### config.mk
export PLATFORM = sky130hd
export DESIGN_NAME = spi_flash_command_engine_flat
export DESIGN_NICKNAME = d
export VERILOG_FILES = /design/src/rtl/sfce_pkg.sv /design/src/rtl/sfce_in_if.sv /design/src/rtl/sfce_out_if.sv /design/src/rtl/sfce_cfg_regs.sv /design/src/rtl/sfce_core.sv /design/src/rtl/spi_flash_command_engine.sv /design/src/flat_wrapper.sv
export SDC_FILE = /design/constraint.sdc
export NUM_CORES = 1
export LEC_CHECK = 0
export BUFFER_PORTS_ARGS = -buffer_cell sky130_fd_sc_hd__buf_4
export CORE_MARGIN = 1.5
export CORE_UTILIZATION = 40
export DETAILED_ROUTE_END_ITERATION = 12
export PLACE_DENSITY = 0.67
export SYNTH_ARGS = -nofsm -noshare
export SYNTH_HDL_FRONTEND = slang
export SYNTH_HIERARCHICAL = 1
export SYNTH_SLANG_ARGS = --single-unit
### constraint.sdc
create_clock -name clk -period 10 [get_ports clk]
set_input_delay 2 -clock clk [delete_from_list [all_inputs] [get_ports clk]]
set_output_delay 2 -clock clk [all_outputs]
set_load 0.03 [all_outputs]
### src/rtl/sfce_pkg.sv
// ----------------------------------------------------------------------------
// sfce_pkg: shared types and constants of the SPI flash command engine
// Command codes, phases, operation kinds and the item payload structs.
// ----------------------------------------------------------------------------
package sfce_pkg;

  localparam logic [7:0] CMD_WRITE_ENABLE = 8'h06;
  localparam logic [7:0] CMD_READ_STATUS  = 8'h05;
  localparam logic [7:0] CMD_PAGE_PROGRAM = 8'h02;
  localparam logic [7:0] CMD_FAST_READ    = 8'h0B;

  localparam logic [2:0] OP_TICK    = 3'd0;
  localparam logic [2:0] OP_DATA    = 3'd1;
  localparam logic [2:0] OP_READ    = 3'd2;
  localparam logic [2:0] OP_PROGRAM = 3'd3;
  localparam logic [2:0] OP_ERASE   = 3'd4;

  localparam logic [2:0] REG_ERASE_OPCODE  = 3'd0;
  localparam logic [2:0] REG_ZERO_COUNT    = 3'd1;
  localparam logic [2:0] REG_ZERO_SIZES    = 3'd2;
  localparam logic [2:0] REG_PROGRAM_LIMIT = 3'd3;
  localparam logic [2:0] REG_ERASE_LIMIT   = 3'd4;

  localparam logic [1:0] ST_OK       = 2'd0;
  localparam logic [1:0] ST_TIMEOUT  = 2'd1;
  localparam logic [1:0] ST_REJECTED = 2'd2;

  typedef enum logic [3:0] {
    PH_IDLE, PH_WREN, PH_GAP_WREN, PH_CMD, PH_RDATA, PH_WDATA,
    PH_GAP_CMD, PH_POLL_CMD, PH_POLL_RX, PH_GAP_POLL
  } phase_t;

  typedef enum logic [1:0] {KIND_READ, KIND_PROGRAM, KIND_ERASE} kind_t;

  typedef struct packed {
    logic [2:0]  op;
    logic [23:0] address;
    logic [23:0] length;
    logic [7:0]  data_byte;
    logic        miso;
  } in_item_t;

  typedef struct packed {
    logic       chip_select_active;
    logic       mosi;
    logic       clock_pulse;
    logic [7:0] read_data;
    logic       read_valid;
    logic       data_wanted;
    logic       busy_res;
    logic       done_res;
    logic [1:0] status;
  } out_item_t;

  typedef struct packed {
    logic [7:0]  erase_opcode;
    logic [3:0]  zero_sector_count;
    logic [63:0] zero_sector_sizes;
    logic [31:0] program_poll_limit;
    logic [31:0] erase_poll_limit;
  } cfg_t;

endpackage

### src/rtl/sfce_in_if.sv
// ----------------------------------------------------------------------------
// sfce_in_if: input item channel
// Valid/ready channel carrying one command, data or tick item.
// ----------------------------------------------------------------------------
interface sfce_in_if;
  logic              valid;
  logic              ready;
  sfce_pkg::in_item_t payload;
  modport source (output valid, output payload, input ready);
  modport sink   (input valid, input payload, output ready);
endinterface

### src/rtl/sfce_out_if.sv
// ----------------------------------------------------------------------------
// sfce_out_if: result item channel
// Valid/ready channel carrying one pin and status result item.
// ----------------------------------------------------------------------------
interface sfce_out_if;
  logic               valid;
  logic               ready;
  sfce_pkg::out_item_t payload;
  modport source (output valid, output payload, input ready);
  modport sink   (input valid, input payload, output ready);
endinterface

### src/rtl/sfce_cfg_regs.sv
// ----------------------------------------------------------------------------
// sfce_cfg_regs: configuration register file
// Holds the erase opcode, zero-region sector table and poll budgets.
// ----------------------------------------------------------------------------
module sfce_cfg_regs (
  input  logic                 clk,
  input  logic                 rst_n,
  input  logic                 cfg_we,
  input  logic [2:0]           cfg_index,
  input  logic [63:0]          cfg_data,
  output sfce_pkg::cfg_t       cfg
);
  sfce_pkg::cfg_t cfg_r;

  // write one register per enabled cycle
  always_ff @(posedge clk) begin
    if (!rst_n) begin
      cfg_r.erase_opcode       <= 8'h20;
      cfg_r.zero_sector_count  <= 4'd1;
      cfg_r.zero_sector_sizes  <= '0;
      cfg_r.program_poll_limit <= 32'd100000;
      cfg_r.erase_poll_limit   <= 32'd10000000;
    end else if (cfg_we) begin
      case (cfg_index)
        sfce_pkg::REG_ERASE_OPCODE:  cfg_r.erase_opcode       <= cfg_data[7:0];
        sfce_pkg::REG_ZERO_COUNT:    cfg_r.zero_sector_count  <= cfg_data[3:0];
        sfce_pkg::REG_ZERO_SIZES:    cfg_r.zero_sector_sizes  <= cfg_data;
        sfce_pkg::REG_PROGRAM_LIMIT: cfg_r.program_poll_limit <= cfg_data[31:0];
        sfce_pkg::REG_ERASE_LIMIT:   cfg_r.erase_poll_limit   <= cfg_data[31:0];
        default: ;
      endcase
    end
  end

  assign cfg = cfg_r;
endmodule

### src/rtl/sfce_core.sv
// ----------------------------------------------------------------------------
// sfce_core: command sequencer
// Steps the SPI frame state by one item and forms that item's result.
// ----------------------------------------------------------------------------
module sfce_core #(
  parameter int PAGE_BYTES       = 256,
  parameter int ADDRESS_BITS     = 24,
  parameter int ZERO_SECTORS_MAX = 8
) (
  input  logic                clk,
  input  logic                rst_n,
  input  logic                step,
  input  sfce_pkg::in_item_t  item,
  input  sfce_pkg::cfg_t      cfg,
  output sfce_pkg::out_item_t res
);
  localparam int FBW = $clog2(PAGE_BYTES + 1);
  localparam logic [23:0] AMASK = 24'((33'd1 << ADDRESS_BITS) - 33'd1);

  sfce_pkg::phase_t phase_r, phase_nxt;
  sfce_pkg::kind_t  kind_r, kind_nxt;
  logic [7:0]  tx_r, tx_nxt, rx_r, rx_nxt, held_r, held_nxt;
  logic [2:0]  bit_r, bit_nxt;
  logic [FBW-1:0] fbc_r, fbc_nxt;
  logic [23:0] addr_r, addr_nxt, left_r, left_nxt;
  logic        hv_r, hv_nxt, err_r, err_nxt, cs_r, cs_nxt, mo_r, mo_nxt;
  logic [31:0] poll_r, poll_nxt;
  logic [3:0]  sidx_r, sidx_nxt, stot_r, stot_nxt;

  // combinational helpers
  logic [7:0]  hdr, fresh, txs;
  logic [31:0] limit;
  logic        timed;
  logic [7:0]  units;
  logic        do_send, do_recv;
  logic [23:0] left_dec;

  always_comb begin
    case (fbc_r)
      FBW'(0): begin
        case (kind_r)
          sfce_pkg::KIND_READ:    hdr = sfce_pkg::CMD_FAST_READ;
          sfce_pkg::KIND_PROGRAM: hdr = sfce_pkg::CMD_PAGE_PROGRAM;
          default:                hdr = cfg.erase_opcode;
        endcase
      end
      FBW'(1): hdr = addr_r[23:16] & AMASK[23:16];
      FBW'(2): hdr = addr_r[15:8];
      FBW'(3): hdr = addr_r[7:0];
      default: hdr = 8'h00;
    endcase
    limit = (kind_r == sfce_pkg::KIND_PROGRAM) ? cfg.program_poll_limit
                                               : cfg.erase_poll_limit;
    units = cfg.zero_sector_sizes[{sidx_r[2:0], 3'b000} +: 8];
  end

  // next state and result of one item
  always_comb begin
    phase_nxt = phase_r; kind_nxt = kind_r; tx_nxt = tx_r; rx_nxt = rx_r;
    held_nxt = held_r; bit_nxt = bit_r; fbc_nxt = fbc_r; addr_nxt = addr_r;
    left_nxt = left_r; hv_nxt = hv_r; err_nxt = err_r; poll_nxt = poll_r;
    sidx_nxt = sidx_r; stot_nxt = stot_r; cs_nxt = cs_r; mo_nxt = mo_r;
    fresh = 8'h00; txs = 8'h00; timed = 1'b0; do_send = 1'b0; do_recv = 1'b0;
    left_dec = (left_r != 24'd0) ? left_r - 24'd1 : left_r;
    res = '0;
    res.chip_select_active = cs_r;
    res.mosi = mo_r;

    if (item.op == sfce_pkg::OP_TICK) begin
      res.chip_select_active = 1'b0;
      res.mosi = 1'b0;
      if ((phase_r == sfce_pkg::PH_POLL_CMD || phase_r == sfce_pkg::PH_POLL_RX ||
           phase_r == sfce_pkg::PH_GAP_POLL) && poll_r != 32'hFFFF_FFFF)
        poll_nxt = poll_r + 32'd1;
      case (phase_r)
        sfce_pkg::PH_WREN: begin
          do_send = 1'b1; fresh = sfce_pkg::CMD_WRITE_ENABLE;
          if (bit_r == 3'd7) phase_nxt = sfce_pkg::PH_GAP_WREN;
        end
        sfce_pkg::PH_GAP_WREN: begin
          fbc_nxt = '0;
          phase_nxt = sfce_pkg::PH_CMD;
        end
        sfce_pkg::PH_CMD: begin
          do_send = 1'b1; fresh = hdr;
          if (bit_r == 3'd7) begin
            fbc_nxt = fbc_r + FBW'(1);
            if (fbc_r + FBW'(1) >= ((kind_r == sfce_pkg::KIND_READ) ? FBW'(5) : FBW'(4)))
            begin
              fbc_nxt = '0;
              case (kind_r)
                sfce_pkg::KIND_READ:    phase_nxt = sfce_pkg::PH_RDATA;
                sfce_pkg::KIND_PROGRAM: phase_nxt = sfce_pkg::PH_WDATA;
                default:                phase_nxt = sfce_pkg::PH_GAP_CMD;
              endcase
            end
          end
        end
        sfce_pkg::PH_RDATA: begin
          do_recv = 1'b1;
          if (bit_r == 3'd7) begin
            res.read_valid = 1'b1;
            res.read_data = {rx_r[6:0], item.miso};
            left_nxt = left_dec;
            if (left_dec == 24'd0) phase_nxt = sfce_pkg::PH_GAP_CMD;
          end
        end
        sfce_pkg::PH_WDATA: begin
          if (bit_r == 3'd0 && !hv_r) begin
            res.chip_select_active = 1'b1;
            if (left_r == 24'd0) phase_nxt = sfce_pkg::PH_GAP_CMD;
          end else begin
            if (bit_r == 3'd0) begin
              hv_nxt = 1'b0;
              left_nxt = left_dec;
            end
            do_send = 1'b1; fresh = held_r;
            if (bit_r == 3'd7) begin
              fbc_nxt = fbc_r + FBW'(1);
              if (left_r == 24'd0 || fbc_r + FBW'(1) >= FBW'(PAGE_BYTES))
                phase_nxt = sfce_pkg::PH_GAP_CMD;
            end
          end
        end
        sfce_pkg::PH_GAP_CMD: begin
          if (kind_r == sfce_pkg::KIND_READ) begin
            phase_nxt = sfce_pkg::PH_IDLE; res.done_res = 1'b1;
            res.status = sfce_pkg::ST_OK;
            hv_nxt = 1'b0; bit_nxt = '0; fbc_nxt = '0;
          end else begin
            poll_nxt = '0;
            phase_nxt = sfce_pkg::PH_POLL_CMD;
          end
        end
        sfce_pkg::PH_POLL_CMD: begin
          do_send = 1'b1; fresh = sfce_pkg::CMD_READ_STATUS;
          if (bit_r == 3'd7) phase_nxt = sfce_pkg::PH_POLL_RX;
        end
        sfce_pkg::PH_POLL_RX: begin
          do_recv = 1'b1;
          if (bit_r == 3'd7) phase_nxt = sfce_pkg::PH_GAP_POLL;
        end
        sfce_pkg::PH_GAP_POLL: begin
          timed = poll_nxt >= limit;
          if (!timed && rx_r[0]) begin
            phase_nxt = sfce_pkg::PH_POLL_CMD;
          end else if (kind_r == sfce_pkg::KIND_PROGRAM) begin
            if (timed || left_r == 24'd0) begin
              phase_nxt = sfce_pkg::PH_IDLE; res.done_res = 1'b1;
              res.status = timed ? sfce_pkg::ST_TIMEOUT : sfce_pkg::ST_OK;
              hv_nxt = 1'b0; bit_nxt = '0; fbc_nxt = '0;
            end else begin
              addr_nxt = (addr_r + 24'(PAGE_BYTES)) & AMASK;
              fbc_nxt = '0;
              phase_nxt = sfce_pkg::PH_WREN;
            end
          end else begin
            err_nxt = err_r | timed;
            addr_nxt = (addr_r + {4'd0, units, 12'd0}) & AMASK;
            sidx_nxt = sidx_r + 4'd1;
            if (sidx_r + 4'd1 < stot_r) begin
              phase_nxt = sfce_pkg::PH_WREN;
            end else begin
              phase_nxt = sfce_pkg::PH_IDLE; res.done_res = 1'b1;
              res.status = (err_r | timed) ? sfce_pkg::ST_TIMEOUT : sfce_pkg::ST_OK;
              hv_nxt = 1'b0; bit_nxt = '0; fbc_nxt = '0;
            end
          end
        end
        default: phase_nxt = sfce_pkg::PH_IDLE;
      endcase
      // shared shift engine
      if (do_send) begin
        txs = (bit_r == 3'd0) ? fresh : tx_r;
        res.chip_select_active = 1'b1;
        res.mosi = txs[7];
        res.clock_pulse = 1'b1;
        tx_nxt = {txs[6:0], 1'b0};
        bit_nxt = bit_r + 3'd1;
      end
      if (do_recv) begin
        res.chip_select_active = 1'b1;
        res.clock_pulse = 1'b1;
        rx_nxt = {rx_r[6:0], item.miso};
        bit_nxt = bit_r + 3'd1;
      end
      // a finishing tick clears the bit count even after a send
      if (res.done_res) bit_nxt = '0;
      cs_nxt = res.chip_select_active;
      mo_nxt = res.mosi;
    end else if (item.op == sfce_pkg::OP_DATA) begin
      if (phase_r != sfce_pkg::PH_IDLE && kind_r == sfce_pkg::KIND_PROGRAM &&
          !hv_r && left_r != 24'd0) begin
        held_nxt = item.data_byte;
        hv_nxt = 1'b1;
      end
    end else if (item.op == sfce_pkg::OP_READ || item.op == sfce_pkg::OP_PROGRAM ||
                 item.op == sfce_pkg::OP_ERASE) begin
      if (phase_r == sfce_pkg::PH_IDLE) begin
        if (item.op != sfce_pkg::OP_ERASE && item.length == 24'd0) begin
          res.done_res = 1'b1;
          res.status = sfce_pkg::ST_REJECTED;
        end else begin
          addr_nxt = item.address & AMASK;
          bit_nxt = '0; fbc_nxt = '0; hv_nxt = 1'b0; poll_nxt = '0;
          if (item.op == sfce_pkg::OP_READ) begin
            kind_nxt = sfce_pkg::KIND_READ; left_nxt = item.length;
            phase_nxt = sfce_pkg::PH_CMD;
          end else if (item.op == sfce_pkg::OP_PROGRAM) begin
            kind_nxt = sfce_pkg::KIND_PROGRAM; left_nxt = item.length;
            phase_nxt = sfce_pkg::PH_WREN;
          end else begin
            kind_nxt = sfce_pkg::KIND_ERASE; left_nxt = '0;
            sidx_nxt = '0; err_nxt = 1'b0;
            if ((item.address & AMASK) != 24'd0 || cfg.zero_sector_count == 4'd0)
              stot_nxt = 4'd1;
            else if (cfg.zero_sector_count > 4'(ZERO_SECTORS_MAX))
              stot_nxt = 4'(ZERO_SECTORS_MAX);
            else
              stot_nxt = cfg.zero_sector_count;
            phase_nxt = sfce_pkg::PH_WREN;
          end
        end
      end
    end

    res.busy_res = (phase_nxt != sfce_pkg::PH_IDLE);
    res.data_wanted = (phase_nxt != sfce_pkg::PH_IDLE) &&
                      (kind_nxt == sfce_pkg::KIND_PROGRAM) && !hv_nxt &&
                      (left_nxt != 24'd0);
  end

  // advance the sequencer on each accepted item
  always_ff @(posedge clk) begin
    if (!rst_n) begin
      phase_r <= sfce_pkg::PH_IDLE; kind_r <= sfce_pkg::KIND_READ;
      tx_r <= '0; rx_r <= '0; held_r <= '0; bit_r <= '0; fbc_r <= '0;
      addr_r <= '0; left_r <= '0; hv_r <= 1'b0; err_r <= 1'b0;
      poll_r <= '0; sidx_r <= '0; stot_r <= '0; cs_r <= 1'b0; mo_r <= 1'b0;
    end else if (step) begin
      phase_r <= phase_nxt; kind_r <= kind_nxt; tx_r <= tx_nxt; rx_r <= rx_nxt;
      held_r <= held_nxt; bit_r <= bit_nxt; fbc_r <= fbc_nxt; addr_r <= addr_nxt;
      left_r <= left_nxt; hv_r <= hv_nxt; err_r <= err_nxt; poll_r <= poll_nxt;
      sidx_r <= sidx_nxt; stot_r <= stot_nxt; cs_r <= cs_nxt; mo_r <= mo_nxt;
    end
  end
endmodule

### src/rtl/spi_flash_command_engine.sv
// ----------------------------------------------------------------------------
// spi_flash_command_engine: SPI NOR flash command sequencer
// Fast read, page program and sector erase with status polling.
// ----------------------------------------------------------------------------
// Each accepted item is one SPI bit period (tick) or a command/data item and
// produces exactly one result item. The input is registered, the sequencer
// step is a single pass of logic, and the result sits in an output
// register: one item per clock is sustained while the result side keeps
// up, and the block stalls only when both the input and output registers
// are full.
module spi_flash_command_engine #(
  parameter int PAGE_BYTES       = 256,
  parameter int ADDRESS_BITS     = 24,
  parameter int ZERO_SECTORS_MAX = 8
) (
  input  logic        clk,
  input  logic        rst_n,
  sfce_in_if.sink     in_ch,
  sfce_out_if.source  out_ch,
  input  logic        cfg_we,
  input  logic [2:0]  cfg_index,
  input  logic [63:0] cfg_data
);
  sfce_pkg::cfg_t      cfg;
  sfce_pkg::in_item_t  in_r;
  logic                in_v_r;
  sfce_pkg::out_item_t res, out_r;
  logic                out_v_r;
  logic                step;

  sfce_cfg_regs u_regs (
    .clk, .rst_n, .cfg_we, .cfg_index, .cfg_data, .cfg
  );

  // step the held item when the output register is free or drains
  assign step = in_v_r && (!out_v_r || out_ch.ready);
  assign in_ch.ready = !in_v_r || step;

  sfce_core #(
    .PAGE_BYTES(PAGE_BYTES), .ADDRESS_BITS(ADDRESS_BITS),
    .ZERO_SECTORS_MAX(ZERO_SECTORS_MAX)
  ) u_core (
    .clk, .rst_n, .step, .item(in_r), .cfg, .res
  );

  // input and output registers
  always_ff @(posedge clk) begin
    if (!rst_n) begin
      in_v_r  <= 1'b0;
      out_v_r <= 1'b0;
    end else begin
      if (in_ch.ready) in_v_r <= in_ch.valid;
      if (step) out_v_r <= 1'b1;
      else if (out_ch.ready) out_v_r <= 1'b0;
    end
  end

  always_ff @(posedge clk) begin
    if (in_ch.ready && in_ch.valid) in_r <= in_ch.payload;
    if (step) out_r <= res;
  end

  assign out_ch.valid = out_v_r;
  assign out_ch.payload = out_r;
endmodule

### src/flat_wrapper.sv
// flat-port wrapper written by rule: the top's interface ports become plain ports
module spi_flash_command_engine_flat 
#(
  parameter int PAGE_BYTES       = 256,
  parameter int ADDRESS_BITS     = 24,
  parameter int ZERO_SECTORS_MAX = 8
)
  (clk, rst_n, cfg_we, cfg_index, cfg_data, in_ch_valid, in_ch_payload, in_ch_ready, out_ch_valid, out_ch_payload, out_ch_ready);
  sfce_in_if in_ch_i ();
  sfce_out_if out_ch_i ();
  input  logic clk;
  input  logic rst_n;
  input  logic cfg_we;
  input  logic [2:0] cfg_index;
  input  logic [63:0] cfg_data;
  input wire logic [$bits(in_ch_i.valid)-1:0] in_ch_valid;
  input wire logic [$bits(in_ch_i.payload)-1:0] in_ch_payload;
  output wire logic [$bits(in_ch_i.ready)-1:0] in_ch_ready;
  output wire logic [$bits(out_ch_i.valid)-1:0] out_ch_valid;
  output wire logic [$bits(out_ch_i.payload)-1:0] out_ch_payload;
  input wire logic [$bits(out_ch_i.ready)-1:0] out_ch_ready;
  assign in_ch_i.valid = in_ch_valid;
  assign in_ch_i.payload = in_ch_payload;
  assign in_ch_ready = in_ch_i.ready;
  assign out_ch_valid = out_ch_i.valid;
  assign out_ch_payload = out_ch_i.payload;
  assign out_ch_i.ready = out_ch_ready;
  spi_flash_command_engine #(.PAGE_BYTES(PAGE_BYTES), .ADDRESS_BITS(ADDRESS_BITS), .ZERO_SECTORS_MAX(ZERO_SECTORS_MAX)) u_core (.clk(clk), .rst_n(rst_n), .in_ch(in_ch_i), .out_ch(out_ch_i), .cfg_we(cfg_we), .cfg_index(cfg_index), .cfg_data(cfg_data));
endmodule
==> results of run 1 <==
==> placed cells by master (no fill, tap or decap), types with 9 or more instances in the layout <==
cell       Yosys  layout
clkbuf_16      0      39
nand3_1       46      46
nor2_1       157     157
a22oi_1       16      16
nor4_1        27      27
o21a_1         9       9
or3_1         18      17
mux2_2        11      11
a211oi_1      35      35
nor3_1        37      36
inv_1         28      28
and4_1        12      12
xnor2_1       29      29
nor2b_1       38      36
or4_1         12      12
or2_2         11      11
and3_1        21      21
buf_4          3     173
nand2_1      336     336
a31oi_1       16      16
xor2_1        27      27
a221oi_1      10      10
nand4_1       27      27
a21oi_1      112     110
o21ai_0       89      89
edfxtp_1      77      77
mux2i_1      202     202
o211ai_1      11      11
a222oi_1      11      11
o31ai_1       16      16
mux4_2        16      16
ha_1          56      56
dfxtp_1      274     274
nand2b_1      14      14
and2_1        19      19
==> layout make-up <==
type                            instances  share of cell area, %
Sequential cell                       351                  35.60
Inverter                               30                 0.5141
Timing Repair Buffer                  174                  5.980
Clock buffer                           51                  4.844
Tap cell                              615                  3.513
Multi-Input combinational cell       1595                  48.91
Clock inverter                         19                 0.6397
==> power by group <==
part           total [W]  internal (W)  switching, W
clock            0.00136      0.000755      0.000604
sequential       0.00154       0.00149     0.0000462
combinational   0.000350      0.000133      0.000218
total            0.00325       0.00238      0.000868
==> worst reg2reg max path, delay by kind of cell, from the launching register on <==
family	cells	cell delay (ns)
AND/OR/NAND/NOR	11	3.36
flip-flops	1	0.91
adder cells (fa/ha/maj)	1	0.31
AO/OA/AOI/OAI	5	1.33
XOR/XNOR	1	0.10
==> stage by stage <==
| stage | hold WS [ns] | util, % | instance area (µm²) | power, W |
|---|---|---|---|---|
| after floorplan | 0.4315 | - | 19280 | 0.001771 |
| after global placement | 0.4393 | 43.46 | 20700 | 0.001906 |
| after detailed placement | 0.4460 | 43.46 | 20700 | 0.001909 |
| after CTS | 0.4563 | 45.98 | 21910 | 0.003265 |
| after global routing | 0.4714 | 45.98 | 21910 | 0.003362 |
| final | 0.4546 | 45.98 | 21910 | 0.003247 |
==> logic make-up (layout without fill, tap and decap cells) <==
family / count (synthesis) / in the layout / share of synthesized area (%)
multiplexers: 229 / 229 / 13.00
AND/OR/NAND/NOR: 821 / 821 / 20.97
XOR/XNOR: 56 / 56 / 2.544
adder cells (fa/ha/maj): 57 / 57 / 3.738
flip-flops: 351 / 351 / 40.44
buffers and inverters: 185 / 274 / 4.218
AO/OA/AOI/OAI: 432 / 432 / 15.09
==> registers in the layout (all words and copies together), names as in the netlist, 7 cells and up <==
name	count
u_core/u_core/addr_r	24
u_core/u_core/fbc_r	9
u_core/out_ch.payload	17
u_core/u_core/tx_r	7
u_core/u_regs/cfg	140
u_core/u_core/left_r	24
u_core/u_core/rx_r	7
u_core/u_core/held_r	8
u_core/in_r	60
u_core/u_core/poll_r	32
==> how the worst max path moves through the flow <==
| stage | startpoint | endpoint | slack [ns] | depth (start not counted) |
|---|---|---|---|---|
| 2_1_floorplan | out_ch_ready | u_core/in_r[0] | 4.52 | 2 |
| 3_3_place_gp | u_core/u_core/phase_r[0] | u_core/u_core/fbc_r[7] | 4.26 | 18 |
| 3_5_place_dp | u_core/u_core/phase_r[0] | u_core/u_core/fbc_r[3] | 4.16 | 18 |
| 4_1_cts | u_core/u_core/phase_r[0] | u_core/u_core/fbc_r[3] | 4.08 | 18 |
| 5_1_grt | u_core/u_core/phase_r[0] | u_core/u_core/fbc_r[7] | 3.39 | 18 |
| 6_report | u_core/u_core/phase_r[0] | u_core/u_core/fbc_r[3] | 3.89 | 18 |
==> layer usage <==
| layer | track usage [%] | part of all wire (%) | wire length (µm) | up-vias |
|---|---|---|---|---|
| met4 | 8.449 | 3.2 | 1876 | 0 |
| met5 | 0 | 0 | 0 | - |
| met3 | 2.499 | 6.0 | 3499 | 120 |
| met2 | 36.91 | 46 | 26890 | 695 |
| li1 | - | - | - | 7887 |
| met1 | 31.34 | 44 | 25620 | 8008 |
==> flow_metrics.tcl, run 1 <==
set metrics [dict create \
    portBuffers 150 \
    cp.arrival_ns 6.58 \
    critPathKind "flop to flop" \
    ys.flop_type "dfxtp_1" \
    cp_top_family "simple AND/OR/NAND/NOR gates" \
    io_pins 151 \
    synth_cell_types 95 \
    die_y_um 222.6 \
    finalSetupViolations 0 \
    whs_path_depth 2 \
    grt_max_degree 119 \
    post_drt_wl_per_cell_um 20.42 \
    hold_class "flop to flop" \
    r2r_start "u_core/u_core/phase_r[0]" \
    critical_path.most_common_cell "a21oi_1" \
    drt_wl_total_mm 57.89 \
    seq_area_um2 7797 \
    grt_use_total_pct 22.80 \
    dr.pass1.iters 6 \
    critPathCaptureType "flop" \
    cts_setup_buffers 0 \
    fin_nets 2380 \
    grt_pass1_vias 15679 \
    leakagePower_nw 8.398 \
    layout_setup_ws_ns 3.890 \
    syn-cell-area_um2 19280 \
    h-tree-depth 2 \
    post_cts_resized 0 \
    setup_tns_ns 0 \
    dp_hpwl_mm 41.89 \
    drtAntennaViolNets 0 \
    cts_made_buffers 39 \
    layout_min_cycle_time_ns 6.110 \
    place_inst 2765 \
    drc 0 \
    hold_end "u_core/u_regs/cfg[113]" \
    run_status "finished, final reports clean" \
    relSlewSlack_pct 19.23 \
    reg2reg_to "u_core/u_core/fbc_r[3]" \
    nFillCells 4500 \
    drive_gt1_share_pct 13.74 \
    r2r_slack_ns 3.89 \
    crit_fanout 27 \
    crit_required_ns 10.47 \
    synth_most_common_cell "nand2_1" \
    cts_tree "yes" \
    rr_worst_depth 18 \
    syn_nets 2320 \
    diodes 0 \
    rsz0062_at_grt "false" \
    drtIter0Drc 1721 \
    drt-vias-per-instance 5.894 \
    area_growth_pct 13.61 \
    peakVddDrop_mv 0.1090 \
    syn_avg_cell_area_um2 9.048 \
    worst_slew_pin_slew_ns 1.207 \
    slew_viol_final 0 \
    slowest_delay_ns 0.91 \
    clock_path_buffers 3 \
    drv_cap 0 \
    synthArstFlopShare_pct 0 \
    gp_congestion 0.9452 \
    synth_common_cells "336 x nand2_1, 274 x dfxtp_1, 202 x mux2i_1" \
    antenna_found_initial 0 \
    ys.warnings.count 6 \
    fp.dieW_um 222.6 \
    cts.hold.buffers_added 0 \
    coreArea_um2 47650 \
    netlist.top_cell.by_area "dfxtp_1" \
    synth_seq_cells 351 \
    initial_core_util_pct 40.47 \
    fin_cells 2835 \
    cts.sinks 351 \
    clk_pin_slew_ns 0.06 \
    start_kind "flop" \
    max_freq_mhz 163.7 \
    p_per_area_nw_per_um2 148.2 \
    overflow 0 \
    place_ws_ns 4.156 \
    postSynthCellCount 2131 \
    insertion_delay_ns 0.57 \
    crit_buf_inv 0 \
    yosysTopAreaCellShare_pct 28.45 \
    multi_input_area_um2 10720 \
    ctsRootBufferMaster "clkbuf_16" \
    synth_area_leaders "dfxtp_1 28%, edfxtp_1 12%, mux2i_1 10%" \
    vias 16710 \
    grt_first_pass_wirelength_mm 89.44 \
    fin_crit_sh_pct 61.10 \
    yosysSeqAreaShare_pct 40.44 \
    hp-start "u_core/u_regs/cfg[113]" \
    finClkSkew_ns 0.02688 \
    slowest_stage "dfxtp_1" \
    final_hold_viol_count 0 \
    num_rows 80 \
    synth_edf_count 77 \
    worstPathCellList "nand2_1 -> nor2_1 -> a21oi_1 -> a2111oi_4 -> nand3_1 -> nor3_2 -> and2_1 -> xor2_1 -> ha_1 -> nand4_1 -> nor4_1 -> o211ai_1 -> a21oi_1 -> nor3_1 -> nor3_1 -> nand3_1 -> or3_1 -> a21oi_1" \
    die-area_um2 49530 \
]
No activity file was read; power rests on OpenSTA's default activity.
==> inputs of run 2 (changes only) <==
- ABC_AREA: default -> 1
- PLACE_DENSITY: 0.67 -> 0.69
- clock period: 10 -> 5.1 ns (I/O delays scaled with it)
==> flow_metrics.tcl, run 2 <==
set metrics [dict create \
    run_status "finished, final reports clean" \
    synth-compound-area-share_pct 13.32 \
    synth.area.mux_share_pct 1.504 \
    dp_hpwl_mm 42.82 \
    portBuffers 150 \
    synth_area_leaders "dfxtp_1 27%, nand2_1 12%, edfxtp_1 11%" \
    synth_seq_cells 351 \
    final_cell_mix "669 x nand2_1, 494 x nor2_1, 289 x inv_1, 274 x dfxtp_1, 250 x nand3_1" \
    final_hold_viol_count 0 \
    synthArstFlopShare_pct 0 \
    die-area_um2 52950 \
    initial_core_util_pct 40.38 \
    post_drt_wl_per_cell_um 16.15 \
    layout_min_cycle_time_ns 4.065 \
    fin_nets 3252 \
    startpoint "u_core/u_core/poll_r[16]" \
    start_kind "flop" \
    crit_required_ns 5.51 \
    dr.pass1.iters 6 \
    slowest_stage "dfxtp_1" \
    finalSetupViolations 0 \
    syn-cell-area_um2 20630 \
    coreArea_um2 51090 \
    yosysSeqAreaShare_pct 37.79 \
    cts_tree "yes" \
    drv_cap 0 \
    critPathKind "flop to flop" \
    max_freq_mhz 246.0 \
    grt_use_total_pct 22.83 \
    ctsRootBufferMaster "clkbuf_16" \
    overflow 0 \
    ys.warnings.count 6 \
    syn_avg_cell_area_um2 6.896 \
    diodes 0 \
    slew_viol_final 0 \
    cts.sinks 351 \
    drc 0 \
    grt_pass1_vias 18452 \
    vias 19756 \
    synth_adder_area_share_pct 3.493 \
    placed_area_um2 22070 \
    crit_fanout 10 \
    syn_nets 3181 \
    synth_common_cells "669 x nand2_1, 497 x nor2_1, 291 x inv_1" \
    largest_reg_flops 140 \
    leakagePower_nw 9.890 \
    synth_xor_xnor_area_share_pct 2.032 \
    synth_top_family_by_area "simple AND/OR/NAND/NOR gates" \
    synth_most_common_cell "nand2_1" \
    holdWs_ns 0.4497 \
    drtAntennaViolNets 0 \
    critical_path.most_common_cell "nand2_1" \
    fin_area_um2 23580 \
    yosys.area_share.simple_pct 32.55 \
    fin_crit_sh_pct 79.70 \
    drive_gt1_share_pct 10.92 \
    gp_congestion 0.9537 \
    h-tree-depth 2 \
    clock_path_buffers 3 \
    cts.hold.buffers_added 0 \
    r2r_start "u_core/u_core/poll_r[16]" \
    critPathCaptureType "flop" \
    netlist.top_cell.by_area "dfxtp_1" \
    synth_edf_count 77 \
    nFillCells 5317 \
    layout_commonest_cell "nand2_1" \
    cts_setup_buffers 0 \
    post_cts_resized 0 \
    clk_pin_slew_ns 0.06 \
    drt_wl_total_mm 60.95 \
    p_per_area_nw_per_um2 309.7 \
    slowest_delay_ns 0.40 \
    cts_made_buffers 41 \
    antenna_found_initial 0 \
    cp_top_family "simple AND/OR/NAND/NOR gates" \
    hp-start "u_core/u_core/rx_r[6]" \
    yosysTopAreaCellShare_pct 26.59 \
    place_inst 3700 \
    fp.dieW_um 230.1 \
    worst_slew_pin_slew_ns 1.076 \
    drt-vias-per-instance 5.233 \
    hold_class "flop to flop" \
    die_y_um 230.1 \
    insertion_delay_ns 0.59 \
    crit_buf_inv 3 \
    rsz0062_at_grt "false" \
    drtIter0Drc 1755 \
    finClkSkew_ns 0.02789 \
    grt_max_degree 77 \
    setup_tns_ns 0 \
    ys.flop_type "dfxtp_1" \
    postSynthCellCount 2992 \
    num_rows 83 \
    cp.arrival_ns 4.48 \
    area_growth_pct 14.28 \
    synth_cell_types 58 \
    grt_first_pass_wirelength_mm 98.24 \
    io_pins 151 \
    relSlewSlack_pct 28.21 \
    peakVddDrop_mv 0.2584 \
    fin_cells 3775 \
]
## run 2: changes by cell type in the layout (fill, tap and decap cells not counted), sizes merged, moves of 65 or more
cell	before	now
a21oi	112	204
nand3	47	263
inv	32	309
o21ai	93	158
mux2i	202	31
nor2	158	528
nand2	336	682
## run 2: worst register-to-register path, stage by stage, from the launching register on
cell	delay, ns
dfxtp_1	0.40
nand2_1	0.12
nor2_1	0.17
nand2_1	0.10
nor2_1	0.11
nand4_1	0.14
nand2_4	0.21
inv_4	0.09
nand2_1	0.12
nor2_2	0.07
nand2_1	0.08
xor2_1	0.16
inv_1	0.07
ha_1	0.29
nand2_1	0.06
nor2_1	0.13
nand2_1	0.09
nor2_1	0.11
nor2_1	0.05
nand2_1	0.12
nand2_1	0.17
nand3_1	0.16
inv_1	0.07
o21ai_0	0.18
nand3_1	0.31
nor2_1	0.28
a211oi_1	0.08
## run 2: cells by family (layout without fill, tap and decap cells)
logic type | count (synthesis) | in the layout
AND/OR/NAND/NOR | 1560 | 1560
AO/OA/AOI/OAI | 492 | 492
buffers and inverters | 454 | 557
flip-flops | 351 | 351
adder cells (fa/ha/maj) | 57 | 57
XOR/XNOR | 47 | 47
multiplexers | 31 | 31
## run 2: area by class of cell
cell class                      instances  area [µm²]  share of cell area (%)
Sequential cell                       351        7797                   33.07
Tap cell                              680       850.8                   3.609
Clock inverter                         15       249.0                   1.056
Timing Repair Buffer                  172        1308                   5.546
Clock buffer                           60        1261                   5.349
Inverter                              310        1167                   4.951
Multi-Input combinational cell       2187       10940                   46.42
## run 2: power breakdown
part	switching [W]	leakage (nW)	internal, W
logic	0.000670	6.16	0.000336
clock network	0.00127	0.749	0.00199
registers	0.0000889	2.98	0.00295
total	0.00203	9.89	0.00528
## run 2: path summary, 6_finish.rpt
| path | endpoint | slack, ns | cells past startpoint |
|---|---|---|---|
| setup reg to reg | u_core/u_core/addr_r[8] | 1.04 | 26 |
| setup / recovery | u_core/u_core/addr_r[8] | 1.04 | 26 |
| hold / removal | u_core/u_core/rx_r[6] | 0.45 | 2 |
| hold reg to reg | u_core/u_core/rx_r[6] | 0.45 | 2 |
## run 2: metrics by stage
stage                     util, %  total power, W  worst slack (ns)
after floorplan                 -        0.003775             1.503
after detailed placement    43.19        0.004087             1.127
after CTS                   46.15        0.007354             1.070
final                       46.15        0.007303             1.035
after global routing        46.15        0.007610            0.6244
after global placement      43.19        0.004078             1.218
## run 2: metal layers
metal  vias to the layer above  wire [µm]  track usage (%)  part of all wire (%)
met2                       628      28270            37.70                    46
met4                         0       1497            6.597                   2.5
met1                      9082      27340            30.70                    45
li1                       9948          -                -                     -
met5                         -          0                0                     0
met3                        98       3849            3.571                   6.3
==> inputs of run 3 (changes only) <==
- ABC_AREA: 1 -> 0
- PLACE_DENSITY: 0.69 -> 0.67
- clock period: 5.1 -> 4.05 ns (I/O delays scaled with it)
==> flow_metrics.tcl, run 3 (synthesized netlist as in run 1, its figures left out) <==
set metrics [dict create \
    crit_required_ns 4.55 \
    hold_class "input port to flop" \
    area_growth_pct 24.66 \
    violations "negative setup slack" \
    die-area_um2 49530 \
    p_int_w 0.006053 \
    r2r_slack_ns -0.42 \
    layout_setup_ws_ns -0.4224 \
    cts_tree "yes" \
    drtAntennaViolNets 0 \
    fin_cells 3017 \
    startpoint "u_core/u_core/poll_r[26]" \
    dp_hpwl_mm 44.86 \
    setup_tns_ns -9.521 \
    largest_reg_flops 140 \
    cts_made_buffers 40 \
    hold_end "u_core/in_r[36]" \
    antenna_found_initial 0 \
    post_drt_wl_per_cell_um 20.53 \
    wl_met2_mm 28.68 \
    power_switching_w 0.002220 \
    met3_length_mm 4.119 \
    clk_pin_slew_ns 0.06 \
    grt_use_total_pct 24.57 \
    cp.arrival_ns 4.97 \
    critPathCaptureType "flop" \
    initial_core_util_pct 40.47 \
    ctsRootBufferMaster "clkbuf_16" \
    place_inst 2919 \
    drt-vias-per-instance 5.769 \
    final_hold_viol_count 0 \
    num_rows 80 \
    coreArea_um2 47650 \
    peakVddDrop_mv 0.2711 \
    portBuffers 150 \
    reg2reg_to "u_core/u_core/addr_r[23]" \
    final_cell_mix "333 x nand2_1, 329 x buf_4, 272 x dfxtp_1, 202 x mux2i_1, 153 x nor2_1" \
    m1WireLength_mm 26.88 \
    hp-start "in_ch_payload[36]" \
    top_layer_used "met4" \
    drv_cap 0 \
    finalSetupViolations 39 \
    drt_wl_total_mm 61.93 \
    combPwrFrac_pct 12.1 \
    insertion_delay_ns 0.59 \
    power_switching_share_pct 26.84 \
    worst_slew_pin_slew_ns 0.9058 \
    start_kind "flop" \
    rr_worst_depth 21 \
    overflow 0 \
    p_seq_share_pct 45.6 \
    relSlewSlack_pct 39.47 \
    grt_first_pass_wirelength_mm 95.85 \
    placed_area_um2 22080 \
    drc 0 \
    critPathKind "flop to flop" \
    vias 17404 \
    grt_max_degree 136 \
    drtIter0Drc 1746 \
    run_status "finished, violations left" \
    layout_commonest_cell "nand2_1" \
    clock_path_buffers 3 \
    h-tree-depth 2 \
    slew_viol_final 0 \
    whs_path_depth 1 \
    gp_congestion 0.9663 \
    crit_fanout 6 \
    fin_nets 2560 \
    grt_pass1_vias 16799 \
    rsz0062_at_grt "true" \
    fin_crit_sh_pct 110.4 \
    leakagePower_nw 9.533 \
    p_per_area_nw_per_um2 344.2 \
    dr.pass1.iters 9 \
    max_freq_mhz 223.6 \
    cts.hold.buffers_added 0 \
    fp.dieW_um 222.6 \
    finClkSkew_ns 0.02696 \
    fin_area_um2 24040 \
    drive_gt1_share_pct 23.53 \
    p_clk_share_pct 42.4 \
    cts.sinks 351 \
    io_pins 151 \
    layout_min_cycle_time_ns 4.472 \
    die_y_um 222.6 \
    r2r_start "u_core/u_core/poll_r[26]" \
]
## run 3: metal layers
metal  track usage, %  vias up
li1                 -     8253
met2            39.54      687
met3            3.332      144
met1            33.39     8320
met4            9.612        0
met5                0        -
## run 3: power groups by stage
| stage | clock network (W) | registers (W) | logic (W) |
|---|---|---|---|
| 2_1_floorplan | 0 | 0.00382 | 0.000559 |
| 3_3_place_gp | 0 | 0.00384 | 0.000948 |
| 3_5_place_dp | 0 | 0.00384 | 0.000952 |
| 4_1_cts | 0.00358 | 0.00377 | 0.000969 |
| 5_1_grt | 0.00373 | 0.00378 | 0.00106 |
| 6_report | 0.00351 | 0.00377 | 0.000997 |
## run 3: final cells by class
type	count	area (µm²)
antenna	1	2.502
clock buffer	59	1142
clock inverter	13	122.6
fill	4392	23610
inverter	30	112.6
multi-input combinational	1596	11300
sequential	351	7800
tap	615	769.5
timing repair buffer	352	2781
## run 3: what timing repair did
| item | CTS | global route |
|---|---|---|
| gates resized for setup | 49 | 63 |
| pin swaps | 42 | 56 |
| setup buffers | 16 | 15 |
| cloned | 1 | 0 |
| endpoints found under the setup margin | 41 | 41 |
## run 3: worst max-delay path: stages, from the launching register on
cell and delay [ns]:
dfxtp_1 0.31, and4_4 0.19, and2_1 0.14, and4_4 0.18
a2111oi_4 0.39, nand3_2 0.17, nor3_4 0.23, buf_4 0.14
and2_4 0.15, xor2_2 0.07, ha_1 0.31, nand4_1 0.14
nor4_2 0.27, buf_4 0.16, o211ai_1 0.11, a21oi_2 0.14
buf_6 0.14, nor2_4 0.06, a211oi_4 0.30, a21oi_4 0.15
or4_4 0.50, a41oi_2 0.15
## run 3: worst max-delay path by stage
stage / slack (ns) / endpoint
detailed placement: -0.57 / u_core/u_core/addr_r[23]
CTS: -0.46 / u_core/u_core/addr_r[23]
global route: -0.59 / u_core/u_core/fbc_r[1]
finish: -0.42 / u_core/u_core/addr_r[23]
floorplan: -0.36 / u_core/out_ch.payload[4]
global placement: -0.49 / u_core/out_ch.payload[4]
## run 3: stage by stage
stage	util (%)	setup slack (ns)	total power (W)	hold WS (ns)
after global routing	50.44	-0.5945	0.008570	0.3902
final	50.45	-0.4224	0.008273	0.4049
after CTS	49.72	-0.4559	0.008315	0.3904
after floorplan	-	-0.3565	0.004380	0.4315
after global placement	46.33	-0.4855	0.004788	0.4388
after detailed placement	46.33	-0.5717	0.004794	0.4454
